$ cat src/hw/rtl/arp_responder_with_cache_macros.svh
// assertion macros for the arp responder with cache
// depends on a clock named clk and an active-low reset named rst_n in the using scope
`ifndef ARP_RESPONDER_WITH_CACHE_MACROS_SVH
`define ARP_RESPONDER_WITH_CACHE_MACROS_SVH

// condition in the same cycle
`define ARP_ASSERT_IMP(lbl, ante, cons, msg) \
  lbl: assert property (@(posedge clk) disable iff (!rst_n) (ante) |-> (cons)) \
    else $error(msg);

// condition in the next cycle
`define ARP_ASSERT_NXT(lbl, ante, cons, msg) \
  lbl: assert property (@(posedge clk) disable iff (!rst_n) (ante) |=> (cons)) \
    else $error(msg);

// invariant on every cycle
`define ARP_ASSERT_ALW(lbl, expr, msg) \
  lbl: assert property (@(posedge clk) disable iff (!rst_n) (expr)) \
    else $error(msg);

`endif

$ cat src/hw/rtl/arp_pkg.sv
// shared types and constants for the arp responder with cache
// used by arp_ctrl, arp_dp and the top level; no dependencies
package arp_pkg;

  localparam int TABLE_DEPTH = 16;
  localparam int IDX_W = (TABLE_DEPTH > 1) ? $clog2(TABLE_DEPTH) : 1;
  localparam int CNT_W = $clog2(TABLE_DEPTH + 1);

  localparam logic [15:0] HW_ETHERNET = 16'h0001;
  localparam logic [15:0] PROTO_IPV4  = 16'h0800;
  localparam logic [15:0] OP_REQUEST  = 16'h0001;
  localparam logic [15:0] OP_REPLY    = 16'h0002;

  localparam logic [3:0] ST_BAD_HW     = 4'd0;
  localparam logic [3:0] ST_BAD_PROTO  = 4'd1;
  localparam logic [3:0] ST_NOT_OURS   = 4'd2;
  localparam logic [3:0] ST_FULL       = 4'd3;
  localparam logic [3:0] ST_REPLIED    = 4'd4;
  localparam logic [3:0] ST_ABSORBED   = 4'd5;
  localparam logic [3:0] ST_BAD_OPCODE = 4'd6;
  localparam logic [3:0] ST_HIT        = 4'd7;
  localparam logic [3:0] ST_MISS       = 4'd8;

  localparam logic REG_LOCAL_IP  = 1'b0;
  localparam logic REG_LOCAL_MAC = 1'b1;

  typedef struct packed {
    logic        kind;
    logic [15:0] hw_type;
    logic [15:0] proto_type;
    logic [15:0] opcode;
    logic [47:0] sender_mac;
    logic [31:0] sender_ip;
    logic [31:0] target_ip;
    logic [31:0] query_ip;
  } in_item_t;

  typedef struct packed {
    logic [3:0]  status;
    logic        send_reply;
    logic [47:0] reply_dest_mac;
    logic [31:0] reply_dest_ip;
    logic        cache_merged;
    logic [47:0] lookup_mac;
  } out_item_t;

  typedef enum logic [1:0] {
    S_IDLE,
    S_CHECK,
    S_SCAN,
    S_FINISH
  } state_t;

  // controller to datapath
  typedef struct packed {
    logic load_in;
    logic scan_clr;
    logic scan_step;
    logic finish;
  } cmd_t;

  // datapath to controller
  typedef struct packed {
    logic is_lookup;
    logic hdr_ok;
    logic scan_done;
  } sts_t;

endpackage

$ cat src/hw/rtl/arp_ctrl.sv
// controller state machine for the arp responder with cache
// depends on arp_pkg; drives arp_dp through cmd_t and reads sts_t
module arp_ctrl
  import arp_pkg::*;
(
  input  logic   clk,
  input  logic   rst_n,
  input  logic   in_valid,
  output logic   in_ready,
  output logic   out_valid,
  input  logic   out_ready,
  output cmd_t   cmd,
  input  sts_t   sts
);

  state_t state_r, state_nxt;
  logic   out_valid_r, out_valid_nxt;
  logic   out_stalled;

  assign out_stalled = out_valid_r && !out_ready;

  always_ff @(posedge clk) begin
    if (!rst_n) begin
      state_r     <= S_IDLE;
      out_valid_r <= 1'b0;
    end else begin
      state_r     <= state_nxt;
      out_valid_r <= out_valid_nxt;
    end
  end

  always_comb begin
    state_nxt     = state_r;
    cmd           = '0;
    in_ready      = 1'b0;
    out_valid_nxt = out_valid_r && !out_ready;
    case (state_r)
      S_IDLE: begin
        in_ready = 1'b1;
        if (in_valid) begin
          cmd.load_in = 1'b1;
          state_nxt   = S_CHECK;
        end
      end
      S_CHECK: begin
        cmd.scan_clr = 1'b1;
        if (sts.is_lookup || sts.hdr_ok) begin
          state_nxt = S_SCAN;
        end else begin
          state_nxt = S_FINISH;
        end
      end
      S_SCAN: begin
        cmd.scan_step = 1'b1;
        if (sts.scan_done) begin
          state_nxt = S_FINISH;
        end
      end
      S_FINISH: begin
        if (!out_stalled) begin
          cmd.finish    = 1'b1;
          out_valid_nxt = 1'b1;
          state_nxt     = S_IDLE;
        end
      end
      default: begin
        state_nxt = S_IDLE;
      end
    endcase
  end

  assign out_valid = out_valid_r;

endmodule

$ cat src/hw/rtl/arp_dp.sv
// datapath for the arp responder with cache: item register, address table,
// scan pipeline, result logic and output register; depends on arp_pkg
module arp_dp
  import arp_pkg::*;
(
  input  logic        clk,
  input  logic        rst_n,
  input  in_item_t    in_data,
  output out_item_t   out_data,
  input  logic        cfg_valid,
  input  logic        cfg_index,
  input  logic [47:0] cfg_wdata,
  input  cmd_t        cmd,
  output sts_t        sts
);

  // address table, undefined until written
  logic [31:0] mem_ip  [TABLE_DEPTH];
  logic [47:0] mem_mac [TABLE_DEPTH];

  in_item_t         item_r;
  out_item_t        out_r, res;
  logic [31:0]      local_ip_r;
  logic [CNT_W-1:0] count_r;
  logic [CNT_W-1:0] sc_r;
  logic             pv_r;
  logic [IDX_W-1:0] pi_r;
  logic [31:0]      rd_ip_r;
  logic [47:0]      rd_mac_r;
  logic             found_r;
  logic [IDX_W-1:0] fidx_r;
  logic [47:0]      fmac_r;

  logic [31:0]      key;
  logic             hit, issue;
  logic             hw_ok, proto_ok, not_ours, full, pkt_ok;
  logic             ins, we_mac, we_ip;
  logic [IDX_W-1:0] waddr;

  always_ff @(posedge clk) begin
    if (cmd.load_in) begin
      item_r <= in_data;
    end
  end

  // only the local ip bears on results; the local mac is sourced downstream
  always_ff @(posedge clk) begin
    if (!rst_n) begin
      local_ip_r <= '0;
    end else if (cfg_valid && cfg_index == REG_LOCAL_IP) begin
      local_ip_r <= cfg_wdata[31:0];
    end
  end

  assign key      = item_r.kind ? item_r.query_ip : item_r.sender_ip;
  assign hit      = pv_r && (rd_ip_r == key);
  assign issue    = cmd.scan_step && !hit && (sc_r < count_r);
  assign hw_ok    = item_r.hw_type == HW_ETHERNET;
  assign proto_ok = item_r.proto_type == PROTO_IPV4;
  assign pkt_ok   = !item_r.kind && hw_ok && proto_ok;
  assign not_ours = item_r.target_ip != local_ip_r;
  assign full     = !found_r && (count_r >= CNT_W'(TABLE_DEPTH));

  assign sts.is_lookup = item_r.kind;
  assign sts.hdr_ok    = hw_ok && proto_ok;
  assign sts.scan_done = hit || (sc_r >= count_r);

  // scan: one table read issued per cycle, compared the cycle after
  always_ff @(posedge clk) begin
    if (!rst_n) begin
      sc_r    <= '0;
      pv_r    <= 1'b0;
      found_r <= 1'b0;
    end else if (cmd.scan_clr) begin
      sc_r    <= '0;
      pv_r    <= 1'b0;
      found_r <= 1'b0;
    end else if (cmd.scan_step) begin
      pv_r <= issue;
      if (issue) begin
        sc_r <= sc_r + CNT_W'(1);
      end
      if (hit) begin
        found_r <= 1'b1;
      end
    end
  end

  always_ff @(posedge clk) begin
    if (issue) begin
      pi_r     <= sc_r[IDX_W-1:0];
      rd_ip_r  <= mem_ip[sc_r[IDX_W-1:0]];
      rd_mac_r <= mem_mac[sc_r[IDX_W-1:0]];
    end
    if (cmd.scan_step && hit) begin
      fidx_r <= pi_r;
      fmac_r <= rd_mac_r;
    end
  end

  // table update on finish
  assign ins    = cmd.finish && pkt_ok && !found_r && !not_ours && !full;
  assign we_mac = (cmd.finish && pkt_ok && found_r) || ins;
  assign we_ip  = ins;
  assign waddr  = found_r ? fidx_r : count_r[IDX_W-1:0];

  always_ff @(posedge clk) begin
    if (we_mac) begin
      mem_mac[waddr] <= item_r.sender_mac;
    end
    if (we_ip) begin
      mem_ip[waddr] <= item_r.sender_ip;
    end
  end

  always_ff @(posedge clk) begin
    if (!rst_n) begin
      count_r <= '0;
    end else if (ins) begin
      count_r <= count_r + CNT_W'(1);
    end
  end

  always_comb begin
    res = '0;
    if (item_r.kind) begin
      if (found_r) begin
        res.status     = ST_HIT;
        res.lookup_mac = fmac_r;
      end else begin
        res.status = ST_MISS;
      end
    end else if (!hw_ok) begin
      res.status = ST_BAD_HW;
    end else if (!proto_ok) begin
      res.status = ST_BAD_PROTO;
    end else begin
      res.cache_merged = found_r;
      if (not_ours) begin
        res.status = ST_NOT_OURS;
      end else if (full) begin
        res.status = ST_FULL;
      end else if (item_r.opcode == OP_REQUEST) begin
        res.status         = ST_REPLIED;
        res.send_reply     = 1'b1;
        res.reply_dest_mac = item_r.sender_mac;
        res.reply_dest_ip  = item_r.sender_ip;
      end else if (item_r.opcode == OP_REPLY) begin
        res.status = ST_ABSORBED;
      end else begin
        res.status = ST_BAD_OPCODE;
      end
    end
  end

  always_ff @(posedge clk) begin
    if (cmd.finish) begin
      out_r <= res;
    end
  end

  assign out_data = out_r;

endmodule

$ cat src/hw/rtl/arp_responder_with_cache.sv
// arp responder with an ipv4-to-ethernet address cache: an item is either a
// received arp header (host order) or a cache lookup, and each gives one
// result beat. The table holds TABLE_DEPTH entries filled in order and is
// searched one entry per cycle through its single read port, so the time an
// item takes from one accept to the next grows with n, the entries in use
// (up to the sixteen of a full table), and is cut short on an early match;
// a packet with a bad hardware or protocol type skips the scan. A finished result
// waits in the output register while the next item is taken in. Table
// contents are unknown after reset but only entries below the fill count
// are read, so no clearing pass is needed. Configuration writes are always
// taken; index 0 sets the local ip, index 1 the local mac, which is carried
// to the reply framer elsewhere and does not change any result here.
// depends on arp_pkg, arp_ctrl, arp_dp and arp_responder_with_cache_macros.svh
`include "arp_responder_with_cache_macros.svh"

module arp_responder_with_cache
  import arp_pkg::*;
(
  input  logic        clk,
  input  logic        rst_n,
  // input items
  input  logic        in_valid,
  output logic        in_ready,
  input  in_item_t    in_data,
  // result beats
  output logic        out_valid,
  input  logic        out_ready,
  output out_item_t   out_data,
  // configuration writes
  input  logic        cfg_valid,
  output logic        cfg_ready,
  input  logic        cfg_index,
  input  logic [47:0] cfg_wdata
);

  cmd_t cmd;
  sts_t sts;

  // configuration is never held off
  assign cfg_ready = 1'b1;

  // sequencing: idle, header check, table scan, finish
  arp_ctrl u_ctrl (
    .clk       (clk),
    .rst_n     (rst_n),
    .in_valid  (in_valid),
    .in_ready  (in_ready),
    .out_valid (out_valid),
    .out_ready (out_ready),
    .cmd       (cmd),
    .sts       (sts)
  );

  // table, compare pipeline and result register
  arp_dp u_dp (
    .clk       (clk),
    .rst_n     (rst_n),
    .in_data   (in_data),
    .out_data  (out_data),
    .cfg_valid (cfg_valid),
    .cfg_index (cfg_index),
    .cfg_wdata (cfg_wdata),
    .cmd       (cmd),
    .sts       (sts)
  );

  // a result is only produced into a free output register
  `ARP_ASSERT_IMP(a_no_overwrite, cmd.finish, !(out_valid && !out_ready), "result overwritten")
  // finishing an item always presents a beat next cycle
  `ARP_ASSERT_NXT(a_finish_valid, cmd.finish, out_valid, "finished item not presented")
  // one item at a time: busy right after an accept
  `ARP_ASSERT_NXT(a_busy_after_acc, in_valid && in_ready, !in_ready, "accepted while busy")
  // load, scan and finish never overlap
  `ARP_ASSERT_ALW(a_cmd_excl, $onehot0({cmd.load_in, cmd.scan_step, cmd.finish}), "command clash")

endmodule
$ cat config.mk
export PLATFORM = sky130hd
export DESIGN_NAME = arp_responder_with_cache
export DESIGN_NICKNAME = d
export VERILOG_FILES = /design/src/hw/rtl/arp_pkg.sv /design/src/hw/rtl/arp_ctrl.sv /design/src/hw/rtl/arp_dp.sv /design/src/hw/rtl/arp_responder_with_cache.sv
export VERILOG_INCLUDE_DIRS = /design/src /design/src/hw/rtl
export SDC_FILE = /design/constraint.sdc
export NUM_CORES = 2
export LEC_CHECK = 0
export ABC_AREA = 1
export BUFFER_PORTS_ARGS = -buffer_cell sky130_fd_sc_hd__buf_2
export CAP_MARGIN = 25
export CORE_UTILIZATION = 65
export DETAILED_ROUTE_END_ITERATION = 10
export GPL_ROUTABILITY_DRIVEN = 1
export PLACE_DENSITY = 0.84
export SLEW_MARGIN = 5
export SYNTH_ARGS = -nofsm -noshare
export SYNTH_HDL_FRONTEND = slang
export SYNTH_SLANG_ARGS = --single-unit
$ cat constraint.sdc
create_clock -name clk -period 40.7 [get_ports clk]
set_input_delay 8.14 -clock clk [delete_from_list [all_inputs] [get_ports clk]]
set_output_delay 8.14 -clock clk [all_outputs]
set_load 0.02 [all_outputs]
==> results.json <==
{
  "outcome": "finished clean",
  "finalSetupViolCount": 0,
  "clk_transition_reported_paths_ns": 0.06,
  "layout.nets": 5359,
  "layoutNonFillerInstCount": 6613,
  "crit_family": "buffers and inverters",
  "synth_cell_type_count": 35,
  "ys_seq_elements": 1790,
  "async_flop_share": 0,
  "cp.arrival_ns": 10.29,
  "drive_gt1_frac": 0.138,
  "n_fill_cell": 5748,
  "avgSynthCellArea_sq_um": 14.3,
  "ctsHoldBuffers": 0,
  "start_util": 0.656,
  "cts_tree": "built",
  "hold_viol_final": 0,
  "post_cts_resize_count": 0,
  "post-synth-top-area-fraction": 0.768,
  "gp_congestion": 0.818,
  "netlist_area_sq_mm": 0.0681,
  "ir_drop_uv": 40.2,
  "clock-sinks": 1790,
  "worstPathRequired_ns": 41.08,
  "worst_pin_slew_ns": 1.14,
  "cts_buffers": 169,
  "synth.most_common_cell": "edfxtp_1",
  "core_sq_mm": 0.104,
  "post-place-cells": 6308,
  "synth_edf_count": 1743,
  "dr.pass1.iters": 8,
  "cts.path.max_buffers": 3,
  "grt_overflow": 0,
  "fin_tns_setup_ns": 0,
  "ys.flop_type": "edfxtp_1",
  "syn_nets": 5027,
  "ys_warn_count": 0,
  "max_freq_mhz": 101,
  "ant_nets": 0,
  "p_leak_nw": 26.1,
  "track_usage": 0.304,
  "num_io_pins": 384,
  "finalMaxSlewViolations": 0,
  "grt_pass1_wl_microns": 241000,
  "wl_microns": 163000,
  "io_buffer_count": 366,
  "cts_max_level": 4,
  "grt_max_degree": 253,
  "synth_cells": 4769,
  "period_minus_slack_ns": 9.91,
  "via_per_inst": 6.38,
  "min_path_type": "register to register",
  "powerDensity_mw_per_mm2": 51.2,
  "postCtsSetupBuffers": 0,
  "end_kind": "register",
  "clkLatencyLatePin_ns": 0.81,
  "antenna_found_initial": 1,
  "cp-start-kind": "input port",
  "die_w_microns": 326,
  "worstPathCellList": "buf_2, inv_1, a21oi_4, buf_4, o21ai_4, buf_16, nor2_4, buf_4",
  "max_cap_violations": 0,
  "period_share": 0.243,
  "critPathBufInv": 5,
  "crit_slowest_cell": "buf_4",
  "synthTopCellsByCount": "1,743 x edfxtp_1, 992 x nor2_1, 369 x o21ai_0",
  "dieHeight_microns": 326,
  "drc": 0,
  "synth_area_leaders": "edfxtp_1 77%, nor2_1 5.5%, o21ai_0 2.7%",
  "cts-root-buf": "clkbuf_16",
  "vias": 42200,
  "drt_iter0_drc": 5947,
  "yosysTopAreaCell": "edfxtp_1",
  "wl_per_cell_microns": 24.7,
  "rsz0062_at_grt": "no",
  "fp-row-count": 118,
  "dieArea_sq_mm": 0.106,
  "syn_to_final_growth_pct": 12.9,
  "hpwlAfterDp_microns": 81700,
  "crit_top_cell": "buf_4",
  "relSlewSlack": 0.240,
  "ys_seq_area_frac": 0.782,
  "path_class": "input port to register",
  "fin_skew_ns": 0.0639,
  "cpPeakStageDelay_ns": 0.83,
  "grt_pass1_vias": 42000,
  "crit_fanout": 48
}
==> routing by layer <==
metal,wire [microns],global-route usage,vias up
met5,0,0,-
met4,8230,0.163,0
met3,17300,0.0555,589
met2,80400,0.500,2991
met1,57400,0.387,20400
li1,-,-,18200
==> worst reg2reg max path, delay by kind of cell, from the launching register on <==
family                 cells  cell delay [ns]
buffers and inverters      3             2.25
AND/OR/NAND/NOR            8             1.30
AO/OA/AOI/OAI              1             0.26
flip-flops                 1             0.41
==> cells in the final DEF (no fill, tap or decap), drive strengths merged, types with 2 or more instances in the layout <==
master and n:
a21o 2, a21oi 20, buf 435, bufinv 12
clkbuf 219, clkinv 68, dfxtp 47, edfxtp 1743
ha 11, inv 222, mux2i 127, nand2 367
nand3 164, nand3b 9, nand4 8, nor2 992
nor3 6, nor4 8, o211ai 34, o21ai 371
o221ai 127, o32ai 193, or2 10, xnor2 5
xor2 27
==> sequential cells by signal, indices dropped and copies added (netlist names), 2 cells and up <==
signal	flops
u_ctrl.state_r	2
u_dp.count_r	5
u_dp.fidx_r	4
u_dp.fmac_r	48
u_dp.item_r	192
u_dp.local_ip_r	32
u_dp.mem_ip	512
u_dp.mem_mac	768
u_dp.out_data	134
u_dp.pi_r	4
u_dp.rd_ip_r	32
u_dp.rd_mac_r	48
u_dp.sc_r	5
==> worst paths after layout <==
path | from | end | slack, ns | depth (start not counted)
worst max-delay path | out_ready | u_dp.mem_mac[15][24] | 30.79 | 8
worst min-delay path | u_dp.rd_mac_r[21] | u_dp.fmac_r[21] | 0.40 | 0
worst max register to register | u_dp.sts[2] | u_dp.rd_mac_r[31] | 36.05 | 12
worst min register to register | u_dp.rd_mac_r[21] | u_dp.fmac_r[21] | 0.40 | 0
==> power breakdown <==
group          internal [mW]  switching, mW  total, mW
logic                 0.0416          0.119      0.161
registers               2.16         0.0887       2.25
clock network          0.867          0.662       1.53
total                   3.07          0.870       3.94
==> per-stage QoR <==
stage / cell area, sq um / total power [mW] / utilization / hold WS (ns) / setup slack (ns)
2_1_floorplan: 68100 / 2.35 / - / 0.400 / 21.70
3_3_place_gp: 71500 / 2.43 / 0.688 / 0.401 / 30.15
3_5_place_dp: 71500 / 2.44 / 0.689 / 0.405 / 30.03
4_1_cts: 76900 / 3.95 / 0.741 / 0.397 / 30.83
5_1_grt: 76900 / 4.03 / 0.741 / 0.425 / 30.73
6_report: 76900 / 3.94 / 0.741 / 0.400 / 30.79
==> area by class of cell <==
cell class                      count  area [sq um]  share of cell area
Multi-Input combinational cell   2485         13200               0.172
Tap cell                         1380          1730              0.0224
Antenna cell                        1          2.50           0.0000325
Clock inverter                     83           828              0.0108
Timing Repair Buffer              435          2460              0.0320
Sequential cell                  1790         53300               0.693
Inverter                          220           848              0.0110
Clock buffer                      219          4550              0.0591
==> logic make-up (layout without fill, tap and decap cells) <==
group                      after synthesis  in the layout  share of synthesized area
AOI/OAI and AO/OA                      749            749                     0.0740
DFF                                   1790           1790                      0.782
other                                    1              2                  0.0000550
muxes                                  127            127                     0.0187
buffers and inverters                  494            957                     0.0281
adders and majority gates               11             11                    0.00202
xor gates and xnor gates                32             32                    0.00411
and+or+nand+nor                       1565           1565                     0.0910
No activity file was read; power rests on OpenSTA's default activity.
